`config.mk`:
```
export PLATFORM = sky130hd
export DESIGN_NAME = oui_filtered_sighting_table_flat
export DESIGN_NICKNAME = d
export VERILOG_FILES = /design/src/design/ofst_pkg.sv /design/src/design/ofst_if.sv /design/src/design/oui_filtered_sighting_table.sv /design/src/design/ofst_prefix_match.sv /design/src/flat_wrapper.sv
export VERILOG_INCLUDE_DIRS = /design/src /design/src/design
export SDC_FILE = /design/constraint.sdc
export NUM_CORES = 2
export LEC_CHECK = 0
export BUFFER_PORTS_ARGS = -buffer_cell sky130_fd_sc_hd__buf_4
export CAP_MARGIN = 20
export CORE_ASPECT_RATIO = 0.7
export CORE_UTILIZATION = 40
export DETAILED_ROUTE_END_ITERATION = 16
export PLACE_DENSITY = 0.54
export SLEW_MARGIN = 20
export SYNTH_ARGS = -nofsm -noshare
export SYNTH_HDL_FRONTEND = slang
export SYNTH_HIERARCHICAL = 1
export SYNTH_SLANG_ARGS = --single-unit
```
`constraint.sdc`:
```
create_clock -name clk -period 9.75 [get_ports clk]
set_input_delay 1.95 -clock clk [delete_from_list [all_inputs] [get_ports clk]]
set_output_delay 1.95 -clock clk [all_outputs]
set_load 0.02 [all_outputs]
```
`src/design/oui_filtered_sighting_table_defines.svh`:
```
// ----------------------------------------------------------------------------
// oui_filtered_sighting_table_defines.svh
// Assertion macros used by the sighting table RTL.
// ----------------------------------------------------------------------------
`ifndef OUI_FILTERED_SIGHTING_TABLE_DEFINES_SVH
`define OUI_FILTERED_SIGHTING_TABLE_DEFINES_SVH

// Same-cycle implication, sampled on clk, off during rst
`define OFST_ASSERT_IMP(label, ante, cons, msg) \
  label: assert property (@(posedge clk) disable iff (rst) (ante) |-> (cons)) \
    else $error(msg);

// Next-cycle implication, sampled on clk, off during rst
`define OFST_ASSERT_NEXT(label, ante, cons, msg) \
  label: assert property (@(posedge clk) disable iff (rst) (ante) |=> (cons)) \
    else $error(msg);

`endif

```
`src/design/ofst_pkg.sv`:
```
// ----------------------------------------------------------------------------
// ofst_pkg
// Field widths, result codes and the vendor prefix list of the sighting table.
// ----------------------------------------------------------------------------
package ofst_pkg;

  localparam int MAC_W     = 48;
  localparam int RSSI_W    = 8;
  localparam int STATUS_W  = 3;
  localparam int SLOT_W    = 6;
  localparam int ENTRIES_W = 7;

  // Result codes
  typedef enum logic [STATUS_W-1:0] {
    ST_REJECT = 3'd0,
    ST_UPDATE = 3'd1,
    ST_ADD    = 3'd2,
    ST_FULL   = 3'd3,
    ST_CLEAR  = 3'd4
  } status_t;

  // Known Wi-Fi vendor prefixes (top 24 address bits)
  localparam int KNOWN_PREFIXES = 20;
  localparam logic [23:0] VENDOR_PREFIX [KNOWN_PREFIXES] = '{
    24'h588E81, 24'hCCCCCC, 24'hEC1BBD, 24'h9035EA, 24'h040D84,
    24'hF082C0, 24'h1C34F1, 24'h385B44, 24'h943469, 24'hB4E3F9,
    24'h70C94E, 24'h3C9180, 24'hD8F3BC, 24'h803049, 24'h145AFC,
    24'h744CA1, 24'h083A88, 24'h9C2F9D, 24'h940853, 24'hE4AAEA
  };

endpackage

```
`src/design/ofst_if.sv`:
```
// ----------------------------------------------------------------------------
// ofst_if
// Valid/ready channels for sighting items and result items.
// ----------------------------------------------------------------------------
interface ofst_in_if;
  import ofst_pkg::*;

  logic                     valid;
  logic                     ready;
  logic                     func;
  logic [MAC_W-1:0]         mac;
  logic signed [RSSI_W-1:0] rssi;
  logic                     via_ble;
  logic                     name_hit;

  modport source (output valid, func, mac, rssi, via_ble, name_hit, input ready);
  modport sink   (input valid, func, mac, rssi, via_ble, name_hit, output ready);
endinterface

interface ofst_out_if;
  import ofst_pkg::*;

  logic                 valid;
  logic                 ready;
  status_t              status;
  logic [SLOT_W-1:0]    slot;
  logic [ENTRIES_W-1:0] entries;

  modport source (output valid, status, slot, entries, input ready);
  modport sink   (input valid, status, slot, entries, output ready);
endinterface

```
`src/design/oui_filtered_sighting_table.sv`:
```
// ----------------------------------------------------------------------------
// oui_filtered_sighting_table
// De-duplicating table of radio sightings with a vendor prefix filter.
// ----------------------------------------------------------------------------
// Each sighting item is filtered (name flag, or a Wi-Fi address whose top
// 24 bits hit the vendor list), then searched linearly against the stored
// addresses, one entry per cycle through the single read port of the entry
// memory. A hit rewrites that entry's strength; a miss appends while there
// is room. A clear item only zeroes the entry count, so no clearing pass is
// needed and the block is ready right after reset. The search stops on a hit;
// an empty table skips it, and a clear or a rejected sighting goes straight
// to the result. The block works on one item at a time; the result register
// lets the next item in while a result waits.
// ----------------------------------------------------------------------------
`include "oui_filtered_sighting_table_defines.svh"

module oui_filtered_sighting_table #(
  parameter int TABLE_DEPTH  = 64,
  parameter int PREFIX_COUNT = 20
) (
  input logic         clk,
  input logic         rst,
  ofst_in_if.sink     sighting,
  ofst_out_if.source  result
);
  import ofst_pkg::*;

  localparam int IDX_W  = (TABLE_DEPTH > 1) ? $clog2(TABLE_DEPTH) : 1;
  localparam int CNT_W  = $clog2(TABLE_DEPTH + 1);
  localparam int WORD_W = MAC_W + RSSI_W + 1;

  typedef enum logic [1:0] {IDLE, SCAN, APPEND, DONE} state_t;

  state_t                state;
  logic [MAC_W-1:0]      mac_q;
  logic [RSSI_W-1:0]     rssi_q;
  logic                  ble_q;
  logic [CNT_W-1:0]      count;
  logic [CNT_W-1:0]      scan_idx;
  logic [CNT_W-1:0]      cmp_idx;
  logic                  cmp_vld;
  logic [WORD_W-1:0]     rd_data;
  logic [WORD_W-1:0]     mem [TABLE_DEPTH];
  status_t               res_status;
  logic [IDX_W-1:0]      res_slot;
  logic                  out_valid;
  status_t               out_status;
  logic [SLOT_W-1:0]     out_slot;
  logic [ENTRIES_W-1:0]  out_entries;

  logic                  prefix_hit;
  logic                  filtered;
  logic                  issue;
  logic                  hit;
  logic                  last;
  logic                  room;
  logic                  wr_en;
  logic [IDX_W-1:0]      wr_addr;
  logic [WORD_W-1:0]     wr_data;
  logic [IDX_W+SLOT_W-1:0]    slot_ext;
  logic [CNT_W+ENTRIES_W-1:0] entries_ext;

  // Vendor prefix filter on the incoming address
  ofst_prefix_match #(
    .PREFIX_COUNT (PREFIX_COUNT)
  ) u_prefix (
    .mac (sighting.mac),
    .hit (prefix_hit)
  );

  assign filtered = sighting.name_hit || (!sighting.via_ble && prefix_hit);

  // Search control
  assign issue = (state == SCAN) && (scan_idx < count);
  assign hit   = cmp_vld && (rd_data[MAC_W-1:0] == mac_q);
  assign last  = cmp_vld && (CNT_W'(cmp_idx + CNT_W'(1)) == count);
  assign room  = count < CNT_W'(TABLE_DEPTH);

  // Write back on a hit, append on a miss with room
  always_comb begin
    wr_en   = 1'b0;
    wr_addr = cmp_idx[IDX_W-1:0];
    wr_data = {rd_data[WORD_W-1], rssi_q, mac_q};
    if ((state == SCAN) && hit) begin
      wr_en = 1'b1;
    end else if ((state == APPEND) && room) begin
      wr_en   = 1'b1;
      wr_addr = count[IDX_W-1:0];
      wr_data = {ble_q, rssi_q, mac_q};
    end
  end

  // Entry memory: {radio, strength, address}
  always_ff @(posedge clk) begin
    if (wr_en) begin
      mem[wr_addr] <= wr_data;
    end
  end

  always_ff @(posedge clk) begin
    if (issue) begin
      rd_data <= mem[scan_idx[IDX_W-1:0]];
    end
  end

  // Fit result fields to the port widths
  assign slot_ext    = {{SLOT_W{1'b0}}, res_slot};
  assign entries_ext = {{ENTRIES_W{1'b0}}, count};

  // Sequencer and result register
  always_ff @(posedge clk) begin
    if (rst) begin
      state     <= IDLE;
      count     <= '0;
      cmp_vld   <= 1'b0;
      out_valid <= 1'b0;
    end else begin
      cmp_vld <= issue;
      if (issue) begin
        cmp_idx  <= scan_idx;
        scan_idx <= scan_idx + CNT_W'(1);
      end
      if (result.ready && (state != DONE)) begin
        out_valid <= 1'b0;
      end
      case (state)
        IDLE: begin
          if (sighting.valid) begin
            mac_q    <= sighting.mac;
            rssi_q   <= sighting.rssi;
            ble_q    <= sighting.via_ble;
            scan_idx <= '0;
            res_slot <= '0;
            if (sighting.func) begin
              count      <= '0;
              res_status <= ST_CLEAR;
              state      <= DONE;
            end else if (!filtered) begin
              res_status <= ST_REJECT;
              state      <= DONE;
            end else if (count == '0) begin
              state <= APPEND;
            end else begin
              state <= SCAN;
            end
          end
        end
        SCAN: begin
          if (hit) begin
            res_status <= ST_UPDATE;
            res_slot   <= cmp_idx[IDX_W-1:0];
            state      <= DONE;
          end else if (last) begin
            state <= APPEND;
          end
        end
        APPEND: begin
          if (room) begin
            res_status <= ST_ADD;
            res_slot   <= count[IDX_W-1:0];
            count      <= count + CNT_W'(1);
          end else begin
            res_status <= ST_FULL;
            res_slot   <= '0;
          end
          state <= DONE;
        end
        DONE: begin
          if (!out_valid || result.ready) begin
            out_valid   <= 1'b1;
            out_status  <= res_status;
            out_slot    <= slot_ext[SLOT_W-1:0];
            out_entries <= entries_ext[ENTRIES_W-1:0];
            state       <= IDLE;
          end
        end
        default: begin
          state <= IDLE;
        end
      endcase
    end
  end

  assign sighting.ready = (state == IDLE);
  assign result.valid   = out_valid;
  assign result.status  = out_status;
  assign result.slot    = out_slot;
  assign result.entries = out_entries;

  // Checks
  `OFST_ASSERT_IMP(a_wr_state, wr_en, (state == SCAN) || (state == APPEND), "memory write outside search or append")
  `OFST_ASSERT_NEXT(a_accept_busy, sighting.valid && sighting.ready, state != IDLE, "accepted item left sequencer idle")
  `OFST_ASSERT_IMP(a_clear_empty, result.valid && (result.status == ST_CLEAR), result.entries == '0, "clear result reports entries")
  `OFST_ASSERT_IMP(a_cmp_bound, cmp_vld, cmp_idx < count, "compare beyond held entries")

endmodule

```
`src/design/ofst_prefix_match.sv`:
```
// ----------------------------------------------------------------------------
// ofst_prefix_match
// Compares the top 24 address bits against the vendor prefix list.
// ----------------------------------------------------------------------------
module ofst_prefix_match #(
  parameter int PREFIX_COUNT = 20
) (
  input  logic [ofst_pkg::MAC_W-1:0] mac,
  output logic                       hit
);
  import ofst_pkg::*;

  // Check every enabled prefix in parallel
  always_comb begin
    hit = 1'b0;
    for (int i = 0; i < KNOWN_PREFIXES; i++) begin
      if ((i < PREFIX_COUNT) && (mac[MAC_W-1:MAC_W-24] == VENDOR_PREFIX[i])) begin
        hit = 1'b1;
      end
    end
  end

endmodule

```
`src/flat_wrapper.sv`:
```
// flat-port wrapper written by rule: the top's interface ports become plain ports
module oui_filtered_sighting_table_flat import ofst_pkg::*;
#(
  parameter int TABLE_DEPTH  = 64,
  parameter int PREFIX_COUNT = 20
)
  (clk, rst, sighting_valid, sighting_func, sighting_mac, sighting_rssi, sighting_via_ble, sighting_name_hit, sighting_ready, result_valid, result_status, result_slot, result_entries, result_ready);
  ofst_in_if sighting_i ();
  ofst_out_if result_i ();
  input logic clk;
  input logic rst;
  input wire logic [$bits(sighting_i.valid)-1:0] sighting_valid;
  input wire logic [$bits(sighting_i.func)-1:0] sighting_func;
  input wire logic [$bits(sighting_i.mac)-1:0] sighting_mac;
  input wire logic [$bits(sighting_i.rssi)-1:0] sighting_rssi;
  input wire logic [$bits(sighting_i.via_ble)-1:0] sighting_via_ble;
  input wire logic [$bits(sighting_i.name_hit)-1:0] sighting_name_hit;
  output wire logic [$bits(sighting_i.ready)-1:0] sighting_ready;
  output wire logic [$bits(result_i.valid)-1:0] result_valid;
  output wire logic [$bits(result_i.status)-1:0] result_status;
  output wire logic [$bits(result_i.slot)-1:0] result_slot;
  output wire logic [$bits(result_i.entries)-1:0] result_entries;
  input wire logic [$bits(result_i.ready)-1:0] result_ready;
  assign sighting_i.valid = sighting_valid;
  assign sighting_i.func = sighting_func;
  assign sighting_i.mac = sighting_mac;
  assign sighting_i.rssi = sighting_rssi;
  assign sighting_i.via_ble = sighting_via_ble;
  assign sighting_i.name_hit = sighting_name_hit;
  assign sighting_ready = sighting_i.ready;
  assign result_valid = result_i.valid;
  assign result_status = result_i.status;
  assign result_slot = result_i.slot;
  assign result_entries = result_i.entries;
  assign result_i.ready = result_ready;
  oui_filtered_sighting_table #(.TABLE_DEPTH(TABLE_DEPTH), .PREFIX_COUNT(PREFIX_COUNT)) u_core (.clk(clk), .rst(rst), .sighting(sighting_i), .result(result_i));
endmodule
```
Word-level counts from Yosys, hierarchy flattened
Memory sizes are Yosys's and may differ from the RTL's. A register that Yosys moved wholly into a read port is not among the register bits.
Index checks and enable logic that the tools add are counted.
- bitwise gates (word level): 1
- eq/ne operators: 33
- reduce and logical (&&, ||, !) cells: 22
- order comparisons: 2
- muxes and demuxes: 56
- add/sub/neg operators: 3
- operators with widths (kind ; number):
    $eq A24 B24 Y1 const B ; 11
    $mux W57 ; 2
    $eq A24 B23 Y1 const B ; 3
    $eq A24 B21 Y1 const B ; 2
    $eq A24 B22 Y1 const B ; 2
    $eq A48 B48 Y1 ; 1
    $mux W7 ; 6
    $mux W6 ; 5
    $mux W1 ; 28
    $eq A24 B19 Y1 const B ; 1
    $eq A24 B20 Y1 const B ; 1
    $add A7 B1 Y7 const B ; 3
    $pmux W6 S3 ; 1
    $mux W2 ; 7
    $pmux W7 S2 ; 1
    $mux W3 ; 4
    $pmux W3 S3 ; 1
    $reduce_and A3 Y1 ; 3
    $pmux W2 S4 ; 1
    $reduce_and A4 Y1 ; 2
    $eq A7 B7 Y1 ; 1
    $logic_and A1 B1 Y1 ; 7
    $logic_not A7 Y1 ; 1
    $lt A7 B7 Y1 ; 1
    15 further kinds ; 22
- word-level logic and storage cells: 132
- memory bits (writable): 3648
- input bits: 63
- output and inout port bits: 18
- memories: 1
- register bits after elaboration: 107
- memories (memory ; words ; bits a word ; rd ports ; clocked after Yosys merged registers in ; wr ports ; line ; text):
    u_core.mem ; 64 ; 57 ; 1 ; 1 ; 1 ; oui_filtered_sighting_table.sv:43 ; logic [WORD_W-1:0] mem [TABLE_DEPTH];

Depth between registers and ports, before layout
- depth after elaboration: 27
- depth in mapped cells: 12
- mapped depth without buffers: 10

Modules after synthesis
The synthesis kept the hierarchy.
- modules (own cells, without submodules) (module ; times used ; area an instance (um^2) ; cells an instance ; seq. area each (um^2)):
    oui_filtered_sighting_table ; 1 ; 122875.3 ; 5076 ; 96522.6
    ofst_prefix_match ; 1 ; 867.1 ; 123 ; 0.0

Worst setup path before layout
OpenSTA, ideal clock, no wires.
- path type: register -> register
- start point: register u_core.mac_q[21]
- end point: memory u_core/mem[41][0] (netlist name), enable pin
- path buffers: 0
- data arrival time: 4.819 ns
- stages on the path, launching flop included: 8
- clock period less this slack: 5.272 ns
- path slack: 4.478 ns
- data required time: 9.296 ns
- setup time: 0.454 ns
- cells stage by stage: edfxtp_1 -> nor2b_1 -> a2111o_1 -> nor3_1 -> nand4_1 -> o31ai_4 -> mux2_4 -> nor2_1
- word-level cells in the longest chain between the ends: 6
- elaborated cells between the ends (all ways): 7
- classes of those cells: eq/ne: 1; mux: 4; reduce/logical: 2
- ends and longest elaborated chain (item ; line ; text):
    from (decl) ; oui_filtered_sighting_table.sv:35 ; logic [MAC_W-1:0] mac_q;
    from (signal assigned) ; oui_filtered_sighting_table.sv:129 ; mac_q <= sighting.mac;
    $eq A48 B48 Y1 * ; oui_filtered_sighting_table.sv:75 ; assign hit = cmp_vld && (rd_data[MAC_W-1:0] == mac_q);
    $logic_and A1 B1 Y1 * ; oui_filtered_sighting_table.sv:75 ;
    $logic_and A1 B1 Y1 * ; oui_filtered_sighting_table.sv:84 ; if ((state == SCAN) && hit) begin
    $mux W1 ; oui_filtered_sighting_table.sv:84 ;
    $mux W1 ; oui_filtered_sighting_table.sv:95 ; if (wr_en) begin
    $mux W1 (implied by the code) ; oui_filtered_sighting_table.sv:96 ; mem[wr_addr] <= wr_data;
    to (decl) ; oui_filtered_sighting_table.sv:43 ;
Mark *: on every way between the ends. The rest lies on a longest branch, timed or not.

Worst setup path after layout
- start point: register u_core.mac_q[46]
- end point: memory u_core/mem[46][11] (netlist name), enable pin
The elaborated chain is that of the path after synthesis.

==> impl_metrics.env <==
export IMPL_run_status="completed"
export IMPL_worstHoldPathType="reg -> reg"
export IMPL_start_util_pct=40.3
export IMPL_vias_per_cell=5.95
export IMPL_via_count=58756
export IMPL_cap_viol_max_count=0
export IMPL_floorplan_core_area_mm2=0.307
export IMPL_global_route_peak_usage_layer="met1"
export IMPL_wirelength_um=337000
export IMPL_cts_clk_slew_worst_paths_ns=0.06
export IMPL_async_reset_ff_share_pct=0
export IMPL_maxSlewViolCount=0
export IMPL_post_cts_resized=0
export IMPL_gr_total_overflow=0
export IMPL_cp_start_kind="flop"
export IMPL_drcViolationCount=0
export IMPL_whs_endpoint="u_core/result.status[1]$_DFFE_PP_"
export IMPL_synth_fp_nets=5276
export IMPL_fin_tns_setup_ns=0
export IMPL_rows=170
export IMPL_post_route_period_util_pct=63.5
export IMPL_layout_drive_gt1_share_pct=29.2
export IMPL_pin_count=81
export IMPL_yosys_most_used_dff="sky130_fd_sc_hd__edfxtp_1"
export IMPL_grt_pass1_wl_um=468000
export IMPL_power_leakage_uw=0.0427
export IMPL_grtUsageMet3_pct=3.37
export IMPL_layout_area_overhead_vs_synth_pct=13.3
export IMPL_cp_data_required_time_ns=10.25
export IMPL_syn_instance_count=5199
export IMPL_layout_nets=5585
export IMPL_critPathCaptureType="flop"
export IMPL_grtUsageTotal_pct=21.5
export IMPL_synth_area_mm2=0.124
export IMPL_synth_top_cell_area_share_pct=77.8
export IMPL_arrival_ns=6.69
export IMPL_fmax_mhz=162
export IMPL_synth_seq_cells=3218
export IMPL_floorplan_die_width_um=667
export IMPL_setup_viol_count_final=0
export IMPL_r2r_end="u_core/mem[46][11]$_DFFE_PP_"
export IMPL_drtPass1Iterations=6
export IMPL_holdPathStages=0
export IMPL_postCtsHoldBufs=0
export IMPL_clock_sinks=3218
export IMPL_drtIter0Drc=8017
export IMPL_synth_most_common_cell="sky130_fd_sc_hd__edfxtp_1"
export IMPL_final_core_util_pct=45.7
export IMPL_die_area_mm2=0.312
export IMPL_r2r_setup_slack_ns=3.56
export IMPL_synth_area_per_cell_um2=23.8
export IMPL_place_area_mm2=0.131
export IMPL_transition_time_at_the_pin_with_the_least_slew_margin_ns=1.19
export IMPL_inserted_clock_buffers=315
export IMPL_power_density_cell_area_mw_per_mm2=233
export IMPL_yosys_area_top_type="sky130_fd_sc_hd__edfxtp_1"
export IMPL_routedWlPerCell_um=34.2
export IMPL_hold_worst_slack_ns=0.437
export IMPL_gr_layer_usage_met2_pct=31.5
export IMPL_post_cts_buffers=0
export IMPL_use_met1_pct=34.0
export IMPL_detailedPlace_worstSlack_ns=3.52
export IMPL_top_cells_by_instance_count_after_synthesis="sky130_fd_sc_hd__edfxtp_1, sky130_fd_sc_hd__mux4_2, sky130_fd_sc_hd__mux2i_1"
export IMPL_gpl_final_weighted_congestion=0.786
export IMPL_clk_latency_ns=0.89
export IMPL_fin_area_mm2=0.140
export IMPL_min_period_ns=6.19
export IMPL_yosysUniqueCellTypes=68
export IMPL_numPortBuffers=72
export IMPL_ys_warnings_count=6
export IMPL_clock_tree_buffer_depth=4
export IMPL_cts_root_buf="sky130_fd_sc_hd__clkbuf_16"
export IMPL_startpoint_of_the_most_critical_register_to_register_path="u_core/mac_q[46]$_DFFE_PP_"
export IMPL_detailed_place_hpwl_um=177000
export IMPL_worstSetupPathType="reg -> reg"
export IMPL_route_antenna_remaining_nets=0
export IMPL_setup_ws_ns=3.56
export IMPL_cts_tree="yes"
export IMPL_critical_path_peak_fanout=65
export IMPL_grt_pass1_vias=58129
export IMPL_finClkSkew_ns=0.0597
export IMPL_max_vdd_ir_drop_mv=0.157
export IMPL_hold_viol=0
export IMPL_clock_tree_htree_level_count=5
export IMPL_initial_antenna_violation_count=8
export IMPL_grt_start_max_net_pins=122
export IMPL_die_height_um=467
export IMPL_unrepaired_setup_endpoints_after_global_routing="false"
export IMPL_maxSlewHeadroom_pct=20.9
export IMPL_holdCritStartpoint="u_core/res_status[1]$_DFFE_PP_"
export IMPL_r2r_cells=10
export IMPL_yosys_top_cells_area="sky130_fd_sc_hd__edfxtp_1, sky130_fd_sc_hd__mux4_2, sky130_fd_sc_hd__mux2i_1, sky130_fd_sc_hd__o221ai_1, sky130_fd_sc_hd__buf_2"
export IMPL_count_of_flip_flops_with_a_built_in_enable_after_synthesis=3207
export IMPL_synth_seq_area_share_pct=78.0
stage by stage:
stage | instances | total power (µW)
after floorplan | 5199 | 19500
after global placement | 9310 | 21300
after detailed placement | 9318 | 21400
after CTS | 9863 | 33000
after global routing | 9864 | 33700
final | 9869 | 32700
cell usage in the layout (no fill, tap or decap), drive strengths merged, types with 32 or more instances in the layout:
cell	count
a21oi	78
buf	267
clkbuf	388
clkinv	124
edfxtp	3207
inv	34
mux2i	154
mux4	903
nand2	66
nand4	33
nor2	102
nor2b	32
o221ai	59
worst max path at each step:
stage / from / to / slack, ns / cells after the start
6_report: u_core/mac_q[46]$_DFFE_PP_ / u_core/mem[46][11]$_DFFE_PP_ / 3.56 / 10
5_1_grt: u_core/mac_q[46]$_DFFE_PP_ / u_core/mem[46][30]$_DFFE_PP_ / 3.37 / 10
4_1_cts: u_core/mac_q[46]$_DFFE_PP_ / u_core/mem[46][45]$_DFFE_PP_ / 3.50 / 10
3_5_place_dp: u_core/mac_q[46]$_DFFE_PP_ / u_core/mem[46][11]$_DFFE_PP_ / 3.52 / 10
3_3_place_gp: u_core/mac_q[46]$_DFFE_PP_ / u_core/mem[26][8]$_DFFE_PP_ / 3.16 / 9
2_1_floorplan: u_core/mac_q[21]$_DFFE_PP_ / u_core/mem[41][0]$_DFFE_PP_ / 4.48 / 7
cell type report:
class,instances,area [µm²]
Clock buffer,388,8280
Antenna cell,5,12.5
Sequential cell,3218,96500
Multi-Input combinational cell,1683,26600
Tap cell,4128,5160
Timing Repair Buffer,267,2320
Fill cell,25403,167000
Clock inverter,157,1290
Inverter,23,97.6
kinds of logic after synthesis:
family                     Yosys count  share of synthesized area [%]
and+or+nand+nor                    350                           1.55
buffers and inverters              298                           1.08
DFF                               3218                           78.0
xor gates and xnor gates            49                          0.347
adders and majority gates           14                          0.142
muxes                             1059                           17.7
AOI/OAI and AO/OA                  211                           1.17
report_power, final:
part           internal [µW]  switching [µW]  total [µW]  leakage, µW
registers              15700            87.2       15800       0.0289
clock network           6490            5170       11700      0.00468
logic                   2200            3030        5230      0.00907
layer usage:
layer  vias to the layer above  share of wire (%)
met5                         -             0.0039
met3                       439                7.6
met2                      2429                 44
li1                      23066                  -
met1                     32820                 46
met4                         2                2.2
flip-flops by register name, indices dropped and copies added (netlist names), 2 cells and up:
register / count
u_core/mem: 3072
u_core/mac_q: 48
u_core/rd_data: 48
u_core/cmp_idx: 7
u_core/count: 7
u_core/result.entries: 7
u_core/scan_idx: 7
u_core/res_slot: 6
u_core/result.slot: 6
u_core/res_status: 3
u_core/result.status: 3
u_core/state: 2
worst max-delay path, cell delays in order (launching register included):
cell                       delay [ns]
sky130_fd_sc_hd__edfxtp_1        0.43
sky130_fd_sc_hd__buf_4           0.54
sky130_fd_sc_hd__xor2_1          0.21
sky130_fd_sc_hd__nor4_2          0.80
sky130_fd_sc_hd__buf_4           0.23
sky130_fd_sc_hd__nand4_1         0.49
sky130_fd_sc_hd__o31ai_4         0.91
sky130_fd_sc_hd__mux2_4          0.46
sky130_fd_sc_hd__nor2_4          0.51
sky130_fd_sc_hd__buf_4           0.46
sky130_fd_sc_hd__buf_4           0.61
(Power assumes the default switching activity.)
